===== src/hw/rtl/mqps_pkg.sv =====
package mqps_pkg;

   localparam int NUM_QUEUES   = 5;
   localparam int NUM_LEVELS   = 3;
   localparam int POOL_ENTRIES = 64;
   localparam int TAG_BITS     = 16;
   localparam int ITEM_BITS    = 16;

   localparam int QUEUE_BITS     = 3;
   localparam int PRIO_BITS      = 2;
   localparam int OPCODE_BITS    = 2;
   localparam int STATUS_BITS    = 4;
   localparam int NUM_LISTS      = NUM_QUEUES * NUM_LEVELS;
   localparam int LIST_BITS      = $clog2(NUM_LISTS);
   localparam int SLOT_BITS      = $clog2(POOL_ENTRIES);
   localparam int COUNT_BITS     = $clog2(POOL_ENTRIES + 1);
   localparam int LEVEL_CNT_BITS = $clog2(NUM_LEVELS + 1);
   localparam int OPEN_CNT_BITS  = $clog2(NUM_QUEUES + 1);

   localparam int REQ_FIELD_BITS = QUEUE_BITS + PRIO_BITS + TAG_BITS + ITEM_BITS;
   localparam int REQ_TDATA_BITS = ((REQ_FIELD_BITS + 7) / 8) * 8;
   localparam int RSP_FIELD_BITS = TAG_BITS + PRIO_BITS + ITEM_BITS + QUEUE_BITS;
   localparam int RSP_TDATA_BITS = ((RSP_FIELD_BITS + 7) / 8) * 8;

   typedef enum logic [OPCODE_BITS-1:0] {
      OP_ENQUEUE = 2'd0,
      OP_SERVE   = 2'd1,
      OP_CLOSE   = 2'd2
   } op_type;

   typedef enum logic [STATUS_BITS-1:0] {
      STAT_QUEUED         = 4'd0,
      STAT_DROPPED        = 4'd1,
      STAT_POOL_FULL      = 4'd2,
      STAT_SERVED         = 4'd3,
      STAT_EMPTY          = 4'd4,
      STAT_ALREADY_CLOSED = 4'd5,
      STAT_LAST_OPEN_BUSY = 4'd6,
      STAT_NO_OTHER_OPEN  = 4'd7,
      STAT_MOVED          = 4'd8
   } status_type;

   typedef enum logic [2:0] {
      S_IDLE,
      S_ENQ_WR,
      S_SRV_RD,
      S_SRV_WR,
      S_CLS_SRC,
      S_CLS_DST,
      S_CLS_WR,
      S_FIN
   } state_type;

   // Request fields, last field in the lowest bits.
   typedef struct packed {
      logic [ITEM_BITS-1:0]  item_count;
      logic [TAG_BITS-1:0]   customer_tag;
      logic [PRIO_BITS-1:0]  priority_req;
      logic [QUEUE_BITS-1:0] queue_index;
   } req_data_type;

   typedef struct packed {
      logic [QUEUE_BITS-1:0] target_queue;
      logic [ITEM_BITS-1:0]  served_items;
      logic [PRIO_BITS-1:0]  served_priority;
      logic [TAG_BITS-1:0]   served_tag;
   } rsp_data_type;

   typedef struct packed {
      status_type   status;
      rsp_data_type data;
   } rsp_type;

   typedef struct packed {
      logic [SLOT_BITS-1:0] head;
      logic [SLOT_BITS-1:0] tail;
   } ptr_word_type;

   typedef struct packed {
      logic [LIST_BITS-1:0] raddr;
      logic                 we;
      logic [LIST_BITS-1:0] waddr;
      ptr_word_type         wdata;
   } ptr_req_type;

   typedef struct packed {
      logic [TAG_BITS-1:0]  tag;
      logic [ITEM_BITS-1:0] items;
   } entry_word_type;

   typedef struct packed {
      logic [SLOT_BITS-1:0] raddr;
      logic                 dwe;
      logic [SLOT_BITS-1:0] daddr;
      entry_word_type       dwdata;
      logic                 lwe;
      logic [SLOT_BITS-1:0] laddr;
      logic [SLOT_BITS-1:0] lwdata;
   } entry_req_type;

   typedef struct packed {
      entry_word_type       data;
      logic [SLOT_BITS-1:0] link;
   } entry_rd_type;

   typedef struct packed {
      logic [SLOT_BITS-1:0] raddr;
      logic                 we;
      logic [SLOT_BITS-1:0] waddr;
      logic [SLOT_BITS-1:0] wdata;
   } fs_req_type;

endpackage


===== src/hw/rtl/mqps_ptr_mem.sv =====
module mqps_ptr_mem (
   input  logic                  clock,
   input  mqps_pkg::ptr_req_type ptr_req,
   output mqps_pkg::ptr_word_type ptr_rdata
);

   mqps_pkg::ptr_word_type mem [mqps_pkg::NUM_LISTS];
   mqps_pkg::ptr_word_type rdata_ff;

   always_ff @(posedge clock) begin
      if (ptr_req.we) begin
         mem[ptr_req.waddr] <= ptr_req.wdata;
      end
      rdata_ff <= mem[ptr_req.raddr];
   end

   assign ptr_rdata = rdata_ff;

endmodule


===== src/hw/rtl/mqps_entry_mem.sv =====
module mqps_entry_mem (
   input  logic                    clock,
   input  mqps_pkg::entry_req_type ent_req,
   output mqps_pkg::entry_rd_type  ent_rdata
);

   mqps_pkg::entry_word_type      data_mem [mqps_pkg::POOL_ENTRIES];
   logic [mqps_pkg::SLOT_BITS-1:0] link_mem [mqps_pkg::POOL_ENTRIES];
   mqps_pkg::entry_rd_type        rdata_ff;

   always_ff @(posedge clock) begin
      if (ent_req.dwe) begin
         data_mem[ent_req.daddr] <= ent_req.dwdata;
      end
      if (ent_req.lwe) begin
         link_mem[ent_req.laddr] <= ent_req.lwdata;
      end
      rdata_ff.data <= data_mem[ent_req.raddr];
      rdata_ff.link <= link_mem[ent_req.raddr];
   end

   assign ent_rdata = rdata_ff;

endmodule


===== src/hw/rtl/mqps_free_stack.sv =====
module mqps_free_stack (
   input  logic                           clock,
   input  logic                           reset,
   input  mqps_pkg::fs_req_type           fs_req,
   output logic [mqps_pkg::SLOT_BITS-1:0] fs_rdata
);

   logic [mqps_pkg::SLOT_BITS-1:0]    mem [mqps_pkg::POOL_ENTRIES];
   logic [mqps_pkg::POOL_ENTRIES-1:0] written_ff;
   logic [mqps_pkg::SLOT_BITS-1:0]    rdata_ff;
   logic [mqps_pkg::SLOT_BITS-1:0]    raddr_ff;
   logic                              rwritten_ff;

   // An entry never pushed reads as its own index.
   always_ff @(posedge clock) begin
      if (reset) begin
         written_ff <= '0;
      end else if (fs_req.we) begin
         written_ff[fs_req.waddr] <= 1'b1;
      end
   end

   always_ff @(posedge clock) begin
      if (fs_req.we) begin
         mem[fs_req.waddr] <= fs_req.wdata;
      end
      rdata_ff    <= mem[fs_req.raddr];
      raddr_ff    <= fs_req.raddr;
      rwritten_ff <= written_ff[fs_req.raddr];
   end

   assign fs_rdata = rwritten_ff ? rdata_ff : raddr_ff;

endmodule


===== src/hw/rtl/mqps_ctrl.sv =====
module mqps_ctrl (
   input  logic                             clock,
   input  logic                             reset,
   input  logic                             req_valid,
   output logic                             req_ready,
   input  logic [mqps_pkg::OPCODE_BITS-1:0] req_opcode,
   input  mqps_pkg::req_data_type           req_data,
   output logic                             res_valid,
   input  logic                             res_ready,
   output mqps_pkg::rsp_type                res,
   output mqps_pkg::ptr_req_type            ptr_req,
   input  mqps_pkg::ptr_word_type           ptr_rdata,
   output mqps_pkg::entry_req_type          ent_req,
   input  mqps_pkg::entry_rd_type           ent_rdata,
   output mqps_pkg::fs_req_type             fs_req,
   input  logic [mqps_pkg::SLOT_BITS-1:0]   fs_rdata
);

   function automatic logic [mqps_pkg::LIST_BITS-1:0] list_index(
      input logic [mqps_pkg::QUEUE_BITS-1:0]     queue,
      input logic [mqps_pkg::LEVEL_CNT_BITS-1:0] level
   );
      return mqps_pkg::LIST_BITS'(int'(queue) * mqps_pkg::NUM_LEVELS + int'(level));
   endfunction

   mqps_pkg::state_type state_ff, state_in;

   logic [mqps_pkg::NUM_QUEUES-1:0]     open_ff, open_in;
   logic [mqps_pkg::NUM_LISTS-1:0]      nonempty_ff, nonempty_in;
   logic [mqps_pkg::COUNT_BITS-1:0]     free_count_ff, free_count_in;
   logic [mqps_pkg::QUEUE_BITS-1:0]     q_ff, q_in;
   logic [mqps_pkg::QUEUE_BITS-1:0]     tgt_ff, tgt_in;
   logic [mqps_pkg::LIST_BITS-1:0]      li_ff, li_in;
   logic [mqps_pkg::LEVEL_CNT_BITS-1:0] lvl_ff, lvl_in;
   logic [mqps_pkg::TAG_BITS-1:0]       tag_ff, tag_in;
   logic [mqps_pkg::ITEM_BITS-1:0]      items_ff, items_in;
   mqps_pkg::ptr_word_type              ptr_ff, ptr_in;
   mqps_pkg::rsp_type                   res_ff, res_in;

   logic                                accept;
   logic                                q_valid;
   logic                                q_open;
   logic [mqps_pkg::NUM_LEVELS-1:0]     q_lists;
   logic [mqps_pkg::NUM_LEVELS-1:0]     held_q_lists;
   logic                                srv_found;
   logic [mqps_pkg::LEVEL_CNT_BITS-1:0] srv_lvl;
   logic [mqps_pkg::LEVEL_CNT_BITS-1:0] enq_lvl;
   logic [mqps_pkg::OPEN_CNT_BITS-1:0]  open_n;
   logic                                tgt_found;
   logic [mqps_pkg::QUEUE_BITS-1:0]     tgt_sel;
   logic                                any_entry;
   mqps_pkg::state_type                 idle_next;
   mqps_pkg::status_type                idle_status;
   logic [mqps_pkg::LIST_BITS-1:0]      src_li;
   logic [mqps_pkg::LIST_BITS-1:0]      dst_li;
   logic                                levels_done;

   assign req_ready    = (state_ff == mqps_pkg::S_IDLE);
   assign accept       = req_valid && req_ready;
   assign res_valid    = (state_ff == mqps_pkg::S_FIN);
   assign res          = res_ff;
   assign src_li       = list_index(q_ff, lvl_ff);
   assign dst_li       = list_index(tgt_ff, lvl_ff);
   assign levels_done  = (int'(lvl_ff) == mqps_pkg::NUM_LEVELS);
   assign held_q_lists = mqps_pkg::NUM_LEVELS'(nonempty_ff >> (int'(q_ff) * mqps_pkg::NUM_LEVELS));

   // Checks made on the request as it is accepted, all from flag and count registers.
   always_comb begin
      q_valid   = int'(req_data.queue_index) < mqps_pkg::NUM_QUEUES;
      q_open    = q_valid && open_ff[req_data.queue_index];
      q_lists   = mqps_pkg::NUM_LEVELS'(nonempty_ff >>
                  (int'(req_data.queue_index) * mqps_pkg::NUM_LEVELS));
      any_entry = |nonempty_ff;

      srv_found = 1'b0;
      srv_lvl   = '0;
      for (int l = mqps_pkg::NUM_LEVELS - 1; l >= 0; l--) begin
         if (q_lists[l]) begin
            srv_found = 1'b1;
            srv_lvl   = mqps_pkg::LEVEL_CNT_BITS'(l);
         end
      end

      // Out-of-range levels are clamped to the nearest valid one.
      if (req_data.priority_req == '0) begin
         enq_lvl = '0;
      end else if (int'(req_data.priority_req) > mqps_pkg::NUM_LEVELS) begin
         enq_lvl = mqps_pkg::LEVEL_CNT_BITS'(mqps_pkg::NUM_LEVELS - 1);
      end else begin
         enq_lvl = mqps_pkg::LEVEL_CNT_BITS'(int'(req_data.priority_req) - 1);
      end

      open_n    = '0;
      tgt_found = 1'b0;
      tgt_sel   = '0;
      for (int i = mqps_pkg::NUM_QUEUES - 1; i >= 0; i--) begin
         if (open_ff[i]) begin
            open_n = open_n + 1'b1;
            if (mqps_pkg::QUEUE_BITS'(i) != req_data.queue_index) begin
               tgt_found = 1'b1;
               tgt_sel   = mqps_pkg::QUEUE_BITS'(i);
            end
         end
      end

      idle_next   = mqps_pkg::S_FIN;
      idle_status = mqps_pkg::STAT_QUEUED;
      unique case (req_opcode)
         mqps_pkg::OP_ENQUEUE: begin
            if (!q_open) begin
               idle_status = mqps_pkg::STAT_DROPPED;
            end else if (free_count_ff == '0) begin
               idle_status = mqps_pkg::STAT_POOL_FULL;
            end else begin
               idle_next = mqps_pkg::S_ENQ_WR;
            end
         end
         mqps_pkg::OP_SERVE: begin
            if (q_valid && srv_found) begin
               idle_next = mqps_pkg::S_SRV_RD;
            end else begin
               idle_status = mqps_pkg::STAT_EMPTY;
            end
         end
         mqps_pkg::OP_CLOSE: begin
            if (!q_open) begin
               idle_status = mqps_pkg::STAT_ALREADY_CLOSED;
            end else if (any_entry && open_n == mqps_pkg::OPEN_CNT_BITS'(1)) begin
               idle_status = mqps_pkg::STAT_LAST_OPEN_BUSY;
            end else if (!tgt_found) begin
               idle_status = mqps_pkg::STAT_NO_OTHER_OPEN;
            end else begin
               idle_next = mqps_pkg::S_CLS_SRC;
            end
         end
         default: begin
            // The unused opcode is swallowed without a result.
            idle_next = mqps_pkg::S_IDLE;
         end
      endcase
   end

   always_comb begin
      state_in = state_ff;
      unique case (state_ff)
         mqps_pkg::S_IDLE: begin
            if (accept) begin
               state_in = idle_next;
            end
         end
         mqps_pkg::S_ENQ_WR: state_in = mqps_pkg::S_FIN;
         mqps_pkg::S_SRV_RD: state_in = mqps_pkg::S_SRV_WR;
         mqps_pkg::S_SRV_WR: state_in = mqps_pkg::S_FIN;
         mqps_pkg::S_CLS_SRC: begin
            if (levels_done) begin
               state_in = mqps_pkg::S_FIN;
            end else if (nonempty_ff[src_li]) begin
               state_in = mqps_pkg::S_CLS_DST;
            end
         end
         mqps_pkg::S_CLS_DST: state_in = mqps_pkg::S_CLS_WR;
         mqps_pkg::S_CLS_WR:  state_in = mqps_pkg::S_CLS_SRC;
         mqps_pkg::S_FIN: begin
            if (res_ready) begin
               state_in = mqps_pkg::S_IDLE;
            end
         end
         default: state_in = mqps_pkg::S_IDLE;
      endcase
   end

   always_comb begin
      open_in       = open_ff;
      nonempty_in   = nonempty_ff;
      free_count_in = free_count_ff;
      q_in          = q_ff;
      tgt_in        = tgt_ff;
      li_in         = li_ff;
      lvl_in        = lvl_ff;
      tag_in        = tag_ff;
      items_in      = items_ff;
      ptr_in        = ptr_ff;
      res_in        = res_ff;
      ptr_req       = '0;
      ent_req       = '0;
      fs_req        = '0;

      unique case (state_ff)
         mqps_pkg::S_IDLE: begin
            if (accept) begin
               q_in          = req_data.queue_index;
               tag_in        = req_data.customer_tag;
               items_in      = req_data.item_count;
               tgt_in        = tgt_sel;
               res_in        = '0;
               res_in.status = idle_status;
               if (req_opcode == mqps_pkg::OP_SERVE) begin
                  lvl_in = srv_lvl;
                  li_in  = list_index(req_data.queue_index, srv_lvl);
               end else if (req_opcode == mqps_pkg::OP_CLOSE) begin
                  lvl_in = '0;
               end else begin
                  lvl_in = enq_lvl;
                  li_in  = list_index(req_data.queue_index, enq_lvl);
               end
               if (idle_next == mqps_pkg::S_ENQ_WR) begin
                  fs_req.raddr  = mqps_pkg::SLOT_BITS'(free_count_ff - 1'b1);
                  ptr_req.raddr = list_index(req_data.queue_index, enq_lvl);
               end else if (idle_next == mqps_pkg::S_SRV_RD) begin
                  ptr_req.raddr = list_index(req_data.queue_index, srv_lvl);
               end
            end
         end
         mqps_pkg::S_ENQ_WR: begin
            ent_req.dwe          = 1'b1;
            ent_req.daddr        = fs_rdata;
            ent_req.dwdata.tag   = tag_ff;
            ent_req.dwdata.items = items_ff;
            ptr_req.we           = 1'b1;
            ptr_req.waddr        = li_ff;
            ptr_req.wdata.tail   = fs_rdata;
            if (nonempty_ff[li_ff]) begin
               ent_req.lwe        = 1'b1;
               ent_req.laddr      = ptr_rdata.tail;
               ent_req.lwdata     = fs_rdata;
               ptr_req.wdata.head = ptr_rdata.head;
            end else begin
               ptr_req.wdata.head = fs_rdata;
            end
            nonempty_in[li_ff] = 1'b1;
            free_count_in      = free_count_ff - 1'b1;
         end
         mqps_pkg::S_SRV_RD: begin
            ptr_in        = ptr_rdata;
            ent_req.raddr = ptr_rdata.head;
         end
         mqps_pkg::S_SRV_WR: begin
            if (ptr_ff.head == ptr_ff.tail) begin
               nonempty_in[li_ff] = 1'b0;
            end else begin
               ptr_req.we         = 1'b1;
               ptr_req.waddr      = li_ff;
               ptr_req.wdata.head = ent_rdata.link;
               ptr_req.wdata.tail = ptr_ff.tail;
            end
            if (int'(free_count_ff) < mqps_pkg::POOL_ENTRIES) begin
               fs_req.we     = 1'b1;
               fs_req.waddr  = mqps_pkg::SLOT_BITS'(free_count_ff);
               fs_req.wdata  = ptr_ff.head;
               free_count_in = free_count_ff + 1'b1;
            end
            res_in.data.served_tag      = ent_rdata.data.tag;
            res_in.data.served_items    = ent_rdata.data.items;
            res_in.data.served_priority = mqps_pkg::PRIO_BITS'(int'(lvl_ff) + 1);
            res_in.status               = mqps_pkg::STAT_SERVED;
         end
         mqps_pkg::S_CLS_SRC: begin
            if (levels_done) begin
               open_in[q_ff]            = 1'b0;
               res_in.status            = mqps_pkg::STAT_MOVED;
               res_in.data.target_queue = tgt_ff;
            end else if (nonempty_ff[src_li]) begin
               ptr_req.raddr = src_li;
            end else begin
               lvl_in = lvl_ff + 1'b1;
            end
         end
         mqps_pkg::S_CLS_DST: begin
            ptr_in        = ptr_rdata;
            ptr_req.raddr = dst_li;
         end
         mqps_pkg::S_CLS_WR: begin
            // Splice the source list behind the receiving list of the same level.
            ptr_req.we    = 1'b1;
            ptr_req.waddr = dst_li;
            if (nonempty_ff[dst_li]) begin
               ent_req.lwe        = 1'b1;
               ent_req.laddr      = ptr_rdata.tail;
               ent_req.lwdata     = ptr_ff.head;
               ptr_req.wdata.head = ptr_rdata.head;
               ptr_req.wdata.tail = ptr_ff.tail;
            end else begin
               ptr_req.wdata = ptr_ff;
            end
            nonempty_in[dst_li] = 1'b1;
            nonempty_in[src_li] = 1'b0;
            lvl_in              = lvl_ff + 1'b1;
         end
         mqps_pkg::S_FIN: begin
         end
         default: begin
         end
      endcase
   end

   always_ff @(posedge clock) begin
      if (reset) begin
         state_ff      <= mqps_pkg::S_IDLE;
         open_ff       <= '1;
         nonempty_ff   <= '0;
         free_count_ff <= mqps_pkg::COUNT_BITS'(mqps_pkg::POOL_ENTRIES);
      end else begin
         state_ff      <= state_in;
         open_ff       <= open_in;
         nonempty_ff   <= nonempty_in;
         free_count_ff <= free_count_in;
      end
   end

   always_ff @(posedge clock) begin
      q_ff     <= q_in;
      tgt_ff   <= tgt_in;
      li_ff    <= li_in;
      lvl_ff   <= lvl_in;
      tag_ff   <= tag_in;
      items_ff <= items_in;
      ptr_ff   <= ptr_in;
      res_ff   <= res_in;
   end

   a_enqueue_links: assert property (@(posedge clock) disable iff (reset)
      state_ff == mqps_pkg::S_ENQ_WR |=>
         nonempty_ff[li_ff] &&
         free_count_ff == mqps_pkg::COUNT_BITS'($past(free_count_ff) - 1'b1))
      else $error("enqueue did not take a slot and fill its list");

   a_closed_stays_closed: assert property (@(posedge clock) disable iff (reset)
      (open_ff & ~$past(open_ff)) == '0)
      else $error("a closed queue was reopened");

   a_close_moves_all: assert property (@(posedge clock) disable iff (reset)
      state_ff == mqps_pkg::S_CLS_SRC && levels_done |=>
         held_q_lists == '0 && open_ff[tgt_ff] && !open_ff[q_ff])
      else $error("close left entries behind or closed the wrong queue");

endmodule


===== src/hw/rtl/multi_queue_priority_scheduler_unit.sv =====
// Bank of five priority queues sharing a pool of 64 entry slots.
// Requests arrive on the req_ stream: tuser carries the opcode (enqueue,
// serve or close) and tdata the queue, priority, tag and item count.
// Every request other than the unused opcode gives one result item on the
// rsp_ stream: tuser carries the status, tdata the served entry and the
// receiving queue of a successful close.
// One request is worked on at a time by a sequencer around three small
// synchronous memories (list pointers, entry payload and links, free stack),
// each with a registered read. A rejected request goes straight to its
// result; an enqueue writes the entry, its link and the list pointers; a
// serve reads the list head, then its entry, and frees the slot; a close
// makes a read-then-write pass over the pointer memory for each priority
// level that holds entries. Reset opens every queue, empties every list and
// fills the free stack; there is no clearing pass, so requests are taken as
// soon as reset is released. The result sits in an output register: while
// the receiver holds rsp_tready low the next request is still accepted and
// worked on, and it waits in its last step until the register is free.
module multi_queue_priority_scheduler_unit (
   input  logic                                clock,
   input  logic                                reset,
   input  logic                                req_tvalid,
   output logic                                req_tready,
   // queue_index, priority_req, customer_tag, item_count, zero fill
   input  logic [mqps_pkg::REQ_TDATA_BITS-1:0] req_tdata,
   // opcode
   input  logic [mqps_pkg::OPCODE_BITS-1:0]    req_tuser,
   output logic                                rsp_tvalid,
   input  logic                                rsp_tready,
   // served_tag, served_priority, served_items, target_queue, zero fill
   output logic [mqps_pkg::RSP_TDATA_BITS-1:0] rsp_tdata,
   // status
   output logic [mqps_pkg::STATUS_BITS-1:0]    rsp_tuser
);

   mqps_pkg::req_data_type             req_data;
   mqps_pkg::rsp_type                  res;
   logic                               res_valid;
   logic                               res_ready;
   mqps_pkg::ptr_req_type              ptr_req;
   mqps_pkg::ptr_word_type             ptr_rdata;
   mqps_pkg::entry_req_type            ent_req;
   mqps_pkg::entry_rd_type             ent_rdata;
   mqps_pkg::fs_req_type               fs_req;
   logic [mqps_pkg::SLOT_BITS-1:0]     fs_rdata;
   logic                               rsp_valid_ff, rsp_valid_in;
   mqps_pkg::rsp_type                  rsp_ff, rsp_in;

   assign req_data = mqps_pkg::req_data_type'(req_tdata[mqps_pkg::REQ_FIELD_BITS-1:0]);

   mqps_ctrl u_ctrl (
      .clock      (clock),
      .reset      (reset),
      .req_valid  (req_tvalid),
      .req_ready  (req_tready),
      .req_opcode (req_tuser),
      .req_data   (req_data),
      .res_valid  (res_valid),
      .res_ready  (res_ready),
      .res        (res),
      .ptr_req    (ptr_req),
      .ptr_rdata  (ptr_rdata),
      .ent_req    (ent_req),
      .ent_rdata  (ent_rdata),
      .fs_req     (fs_req),
      .fs_rdata   (fs_rdata)
   );

   mqps_ptr_mem u_ptr_mem (
      .clock     (clock),
      .ptr_req   (ptr_req),
      .ptr_rdata (ptr_rdata)
   );

   mqps_entry_mem u_entry_mem (
      .clock     (clock),
      .ent_req   (ent_req),
      .ent_rdata (ent_rdata)
   );

   mqps_free_stack u_free_stack (
      .clock    (clock),
      .reset    (reset),
      .fs_req   (fs_req),
      .fs_rdata (fs_rdata)
   );

   // Output register: refilled when empty or when its item leaves this cycle.
   assign res_ready = !rsp_valid_ff || rsp_tready;

   always_comb begin
      rsp_valid_in = rsp_valid_ff;
      rsp_in       = rsp_ff;
      if (res_valid && res_ready) begin
         rsp_valid_in = 1'b1;
         rsp_in       = res;
      end else if (rsp_tready) begin
         rsp_valid_in = 1'b0;
      end
   end

   always_ff @(posedge clock) begin
      if (reset) begin
         rsp_valid_ff <= 1'b0;
      end else begin
         rsp_valid_ff <= rsp_valid_in;
      end
   end

   always_ff @(posedge clock) begin
      rsp_ff <= rsp_in;
   end

   assign rsp_tvalid = rsp_valid_ff;
   assign rsp_tdata  = mqps_pkg::RSP_TDATA_BITS'(rsp_ff.data);
   assign rsp_tuser  = rsp_ff.status;

endmodule


===== config.mk =====
export PLATFORM = sky130hd
export DESIGN_NAME = multi_queue_priority_scheduler_unit
export DESIGN_NICKNAME = d
export VERILOG_FILES = /design/src/hw/rtl/mqps_pkg.sv /design/src/hw/rtl/mqps_ptr_mem.sv /design/src/hw/rtl/mqps_entry_mem.sv /design/src/hw/rtl/mqps_free_stack.sv /design/src/hw/rtl/mqps_ctrl.sv /design/src/hw/rtl/multi_queue_priority_scheduler_unit.sv
export SDC_FILE = /design/constraint.sdc
export NUM_CORES = 2
export LEC_CHECK = 0
export ABC_AREA = 1
export BUFFER_PORTS_ARGS = -buffer_cell sky130_fd_sc_hd__clkbuf_2
export CAP_MARGIN = 20
export CORE_MARGIN = 8
export CORE_UTILIZATION = 35
export DETAILED_ROUTE_END_ITERATION = 7
export PLACE_DENSITY = 0.61
export SLEW_MARGIN = 25
export SYNTH_ARGS = -nofsm -noshare
export SYNTH_HDL_FRONTEND = slang
export SYNTH_SLANG_ARGS = --single-unit

===== constraint.sdc =====
create_clock -name clock -period 5.4 [get_ports clock]
set_input_delay 0.27 -clock clock [delete_from_list [all_inputs] [get_ports clock]]
set_output_delay 0.27 -clock clock [all_outputs]
set_load 0.03 [all_outputs]

* Yosys cells after proc, flatten, opt, wreduce, memory -nomap -nowiden
Memories as Yosys holds them, arrays and structs flattened. A register that Yosys moved wholly into a read port is not among the register bits.
Index checks and enable logic that the tools add are counted.
W data, S select, Z words.
** Storage, ports and cells
- Register bits after elaboration :: 240
- Bits in writable memories :: 2996
- Input port bits :: 46
- Output and inout port bits :: 46
- Logic and storage cells :: 253
- Memories kept :: 4
** Memories
- u_entry_mem.data_mem :: words 64, bits a word 32, read ports 1, clocked after memory_dff 1, write ports 1, line mqps_entry_mem.sv:7 : mqps_pkg::entry_word_type data_mem [mqps_pkg::POOL_ENTRIES];
- u_entry_mem.link_mem :: words 64, bits a word 6, read ports 1, clocked after memory_dff 1, write ports 1, line mqps_entry_mem.sv:8 : logic [mqps_pkg::SLOT_BITS-1:0] link_mem [mqps_pkg::POOL_ENTRIES];
- u_free_stack.mem :: words 64, bits a word 6, read ports 1, clocked after memory_dff 1, write ports 1, line mqps_free_stack.sv:8 : logic [mqps_pkg::SLOT_BITS-1:0] mem [mqps_pkg::POOL_ENTRIES];
- u_ptr_mem.mem :: words 15, bits a word 12, read ports 1, clocked after memory_dff 1, write ports 1, line mqps_ptr_mem.sv:7 : mqps_pkg::ptr_word_type mem [mqps_pkg::NUM_LISTS];
** Cells by class
- $add $sub $neg :: 13
- Multipliers :: 3
- Magnitude comparators :: 14
- Equal/unequal tests :: 27
- Shifts and indexed selects :: 1
- Multiplexer cells :: 119
- Bitwise logic cells :: 9
- Reductions and logical operators :: 37
** Operators with widths (count)
- $mux W3 :: 25
- $pmux W34 S2 :: 1
- $or A64 B64 Y64 :: 1
- $mux W13 :: 4
- $pmux W17 S3 :: 1
- $pmux W15 S3 :: 1
- $mux W41 :: 1
- $mux W4 :: 10
- $mux W39 :: 1
- $mux W6 :: 6
- $pmux W4 S3 :: 3
- $mux W1 :: 34
- $and A15 B15 Y15 :: 2
- $not A15 Y15 :: 2
- $or A15 B15 Y15 :: 2
- $pmux W13 S2 :: 1
- $mux W2 :: 11
- $pmux W3 S7 :: 1
- $mux W17 :: 1
- $add A4 B3 Y4 :: 4
- $lt A4 B5 Y1 const B :: 3
- $mux W15 :: 1
- $reduce_or A15 Y1 :: 1
- $shr A15 B5 Y3 :: 1
- other kinds (53) :: 105

* Longest topological paths before layout
- Word-level depth :: 21
- Depth in mapped cells :: 32
- Depth with buffers taken out :: 30

* Cells and area by module
A second synthesis with hierarchy kept.
** Unflattened totals
- Cell total of the unflattened synthesis :: 11772
- Area, all modules :: 134391.4 µm²
** By module, submodules not included
- mqps_entry_mem :: instances 1, cells each 8130, area each 98273.0 µm², sequential area each 73790.8 µm²
- mqps_free_stack :: instances 1, cells each 1774, area each 18738.0 µm², sequential area each 13072.5 µm²
- mqps_ctrl :: instances 1, cells each 1083, area each 8229.1 µm², sequential area each 3513.4 µm²
- mqps_ptr_mem :: instances 1, cells each 734, area each 7846.3 µm², sequential area each 5645.4 µm²
- multi_queue_priority_scheduler_unit :: instances 1, cells each 51, area each 1305.0 µm², sequential area each 1251.2 µm²

* Least setup slack after synthesis
OpenSTA, ideal clock, no wires.
- Kind :: reg2reg
- From :: register u_ctrl.lvl_ff[1] (netlist bit)
- To :: memory u_entry_mem.link_mem[0][5] (netlist bit) (data pin)
- Setup time :: 553 ps
- Data arrival time :: 4519 ps
- Data required time :: 4847 ps
- Slack :: 328 ps
- Cell stages (with the launch flop) :: 12
- Path buffers :: 0
- Period minus slack after synthesis :: 5072 ps
- Cells stage by stage :: edfxtp_1 fa_1 ha_1 fa_1 or2_2 nand2_1 nor2_1 inv_1 nor2_1 a211oi_1 nand2_1 o22ai_1
** RTL lines
- from (decl) :: line mqps_ctrl.sv:34 : logic [mqps_pkg::LEVEL_CNT_BITS-1:0] lvl_ff, lvl_in;
- from (signal assigned) :: line mqps_ctrl.sv:314 : lvl_ff <= lvl_in;
- to (decl) :: line mqps_entry_mem.sv:8

* Worst setup path after layout
- From :: register u_ctrl.lvl_ff[1] (netlist bit)
- To :: memory u_entry_mem.link_mem[26][2] (netlist bit) (enable)
** Between the ends
- Longest elaborated chain between the ends :: 7
** Ends and longest elaborated chain
- $add A4 B3 Y4 * :: line mqps_ctrl.sv:23 : return mqps_pkg::LIST_BITS'(int'(queue) * mqps_pkg::NUM_LEVELS + int'(level));
- $bmux W1 S4 * :: line mqps_ctrl.sv:276 : if (nonempty_ff[dst_li]) begin
- $mux W1 (implied by the code) * :: line mqps_ctrl.sv:276
- $mux W13 * :: line mqps_ctrl.sv:276
- $pmux W13 S2 * :: line mqps_ctrl.sv:188 : unique case (state_ff)
- $mux W1 :: line mqps_entry_mem.sv:15 : if (ent_req.lwe) begin
- $mux W1 (implied by the code) :: line mqps_entry_mem.sv:16 : link_mem[ent_req.laddr] <= ent_req.lwdata;
Mark *: on every way between the ends. The rest lies on a longest branch, timed or not. The select of a mux whose other input is x is not followed.

==> metrics.cfg <==
[placed_design]
dp_hpwl_microns = 208000
place_ws_ns = 0.541
place.gp.congestion = 0.908
portBuffers = 85

[logic_synthesis]
yosys_warnings = 0
synthTopCellsByArea = edfxtp_1 (70%), nor2_1 (5.7%), nand3_1 (2.9%), o21ai_0 (2.6%), dfxtp_1 (2.4%)
synth_seq_cells = 3292
synth_cell_types = 55
synth_edf_count = 3134
syn_area_sq_um = 134000
yosys_most_used_dff = edfxtp_1
ys_seq_area_share_pct = 72.8
async_reset_ff_share_pct = 0
avgSynthCellArea_sq_um = 12.7
synth_top_area_share_pct = 70.4
syn-instance-count = 10500
synth_top_area_cell = edfxtp_1

[hold_path]
min_from = req_tdata[28]
holdPathEnd = u_ctrl.items_ff[7]
hp-class = in2reg
worstHoldPathCells = 2

[finish]
final_common_cell = edfxtp_1
syn_to_final_growth_pct = 14.5
final_cell_mix = edfxtp_1 (3,134), nor2_1 (1,911), nand3_1 (786)
drive_gt1_share_pct = 9.86
fin_nets = 10700
fillCellCount = 35200

[cts]
cts_buffers = 339
clock_latency_ns = 0.95
cts_root_buffer = clkbuf_16
h-tree-depth = 5
cts_buffer_depth = 4
cts_tree = done
post_cts_buffers = 0
clkSlewWorstSetupHoldPaths_ns = 0.06
clock_sinks = 3292

[setup_path]
slowest_delay_ns = 0.58
cp_slowest_cell = nor2_1
r2r_start = u_ctrl.lvl_ff[1]
r2r_cells = 14
path_cells = fa_1 > ha_1 > fa_1 > or2_2 > nand2_1 > nor2_1 > inv_1 > nor2_1 > a211oi_1 > nand2_1 > nand2_1 > buf_4 > nand4_1 > nor2_1
end_kind = flip-flop
critPathBufInv = 2
startpoint_type = flip-flop
worstPathRequired_ns = 5.93
critPathMaxFanout = 9
r2r_end = u_entry_mem.link_mem[26][2]
worstSetupPathType = reg2reg
reg2reg_slack_ns = 0.42
cp.depth = 14
arrival_ns = 5.51
crit_family = simple AND/OR/NAND/NOR gates

[grt]
grt.total_usage_pct = 17.2
grt_pass1_vias = 82600
grt_pass1_wl_microns = 535000
antenna_found_initial = 10
overflow = 0
grt_max_degree = 164

[route]
top_layer = met5
drt-met1-wl_microns = 150000
viasPerCell = 5.40
route.met3.wl_microns = 22700
drc = 0
drtIter0Drc = 9319
vias = 86100
drt-wirelength-per-cell_microns = 22.6
dr_wl_met2_microns = 173000
antenna_left = 0
firstDrtPassIters = 8
wirelength_microns = 361000

[power]
ir_drop_uv = 302
seqPwrFrac_pct = 44.3
p_per_area_nw_per_um2 = 453
p_int_w = 0.0471
p_sw_share_pct = 32.1
combPwrFrac_pct = 23.2
power_frac_clock_pct = 32.5
p_sw_w = 0.0222
power_leakage_nw = 50.5

[sta]
slew_viol_final = 0
setup_viol = 0
setup-tns-final_ns = 0
final_hold_viol_count = 0
tightest_slew_ns = 1.04
slew_headroom_pct = 28.9
min_period_ns = 4.98
holdWs_ns = 0.0807
layout_setup_ws_ns = 0.425
fmax_mhz = 201
rsz0062_at_grt = false
clock_skew_ns = 0.0961
finalCritPeriodShare_pct = 92.1

[floorplan]
io_pins = 92
core-area_sq_um = 381000
die_w_microns = 634
die_area_sq_um = 402000
rows = 227
initial_core_util_pct = 35.1
fp.dieH_microns = 634

[job]
max_cap_violations = 0

[status]
status = complete, no violations

[cells in the mapped netlist, drive strengths merged, types with 4 or more instances]
library cell,count
a211oi,5
a21oi,54
a221oi,5
a31oi,17
a32oi,4
buf,235
clkbuf,511
dfxtp,158
edfxtp,3134
fa,7
ha,26
inv,496
mux2,5
mux2i,4
nand2,732
nand3,791
nand3b,38
nand4,236
nor2,2031
nor3,11
nor4,5
o211ai,326
o21ai,701
o21bai,304
o22ai,36
o311ai,307
o32ai,305
or2,4
xnor2,6
xor2,4
[registers in the layout, indices dropped and copies added (netlist names), 4 cells and up]
register and count:
u_entry_mem.link_mem 384, u_ptr_mem.mem 180, u_free_stack.raddr_ff 6, u_ctrl.tag_ff 16, u_free_stack.rdata_ff 6, u_ctrl.ptr_ff 12
u_entry_mem.ent_rdata 38, u_ctrl.li_ff 4, rsp_tuser 4, u_free_stack.written_ff 64, u_ctrl.items_ff 16, u_ctrl.free_count_ff 7
u_ctrl.nonempty_ff 15, u_ctrl.res 41, rsp_tdata 37, u_ctrl.open_ff 5, u_ptr_mem.ptr_rdata 12, u_entry_mem.data_mem 2048
u_free_stack.mem 384
[worst register-to-register path, stage by stage, from the launching register on]
cell	delay, ns
edfxtp_1	0.46
fa_1	0.51
ha_1	0.22
fa_1	0.43
or2_2	0.30
nand2_1	0.16
nor2_1	0.06
inv_1	0.13
nor2_1	0.07
a211oi_1	0.46
nand2_1	0.16
nand2_1	0.44
buf_4	0.25
nand4_1	0.33
nor2_1	0.59
[worst max-delay path by stage]
stage | start | end | slack [ns]
final | u_ctrl.lvl_ff[1] | u_entry_mem.link_mem[26][2] | 0.42
after detailed placement | u_ctrl.lvl_ff[1] | u_entry_mem.link_mem[34][1] | 0.54
after floorplan | u_ctrl.lvl_ff[1] | u_entry_mem.link_mem[0][5] | 0.33
after global routing | u_ctrl.open_ff[4] | u_free_stack.rdata_ff[1] | 0.02
after CTS | u_ctrl.lvl_ff[1] | u_entry_mem.link_mem[34][3] | 0.48
after global placement | u_ctrl.lvl_ff[1] | u_entry_mem.link_mem[34][2] | 0.58
[routing by layer]
metal,up-vias,global-route usage (%)
met5,-,0
met4,2,7.10
met3,623,2.05
met2,3209,28.6
met1,43000,23.1
li1,39300,-
[cell type report]
type	count	area, sq um	share of cell area [%]
timing repair buffer	496	4480	2.93
clock buffer	428	9040	5.91
sequential	3292	97300	63.6
antenna	26	65.1	0.0425
multi-input combinational	5978	32300	21.1
tap	5038	6300	4.12
clock inverter	192	1560	1.02
inverter	499	1900	1.24
[logic make-up after synthesis]
family                   share of synthesized area [%]
XOR/XNOR                                        0.0655
buffers and inverters                             3.72
AND/OR/NAND/NOR                                   12.2
multiplexers                                    0.0721
adder cells (fa/ha/maj)                          0.348
flip-flops                                        72.8
AO/OA/AOI/OAI                                     10.8
other                                          0.00281
[power by group through the flow]
stage | clock network (W) | logic, W | registers (W)
3_3_place_gp | 0 | 0.0157 | 0.0312
6_report | 0.0225 | 0.0161 | 0.0307
5_1_grt | 0.0239 | 0.0174 | 0.0307
3_5_place_dp | 0 | 0.0159 | 0.0312
2_1_floorplan | 0 | 0.00971 | 0.0309
4_1_cts | 0.0229 | 0.0160 | 0.0307
[timing repair]
action                     CTS  global route
hold buffers                51             0
resized for setup            0             0
setup endpoints to repair    0             0
hold endpoints to repair   122             0
[stage by stage]
stage               utilization, %  area [sq um]  cells  total power [W]
finish                        40.1        153000  15900           0.0693
global route                  40.1        153000  15900           0.0720
CTS                           40.1        153000  15900           0.0696
detailed placement            37.2        142000  15200           0.0471
global placement              37.1        142000  15200           0.0469
floorplan                        -        134000  10500           0.0406
No activity file was read; power rests on OpenSTA's default activity.
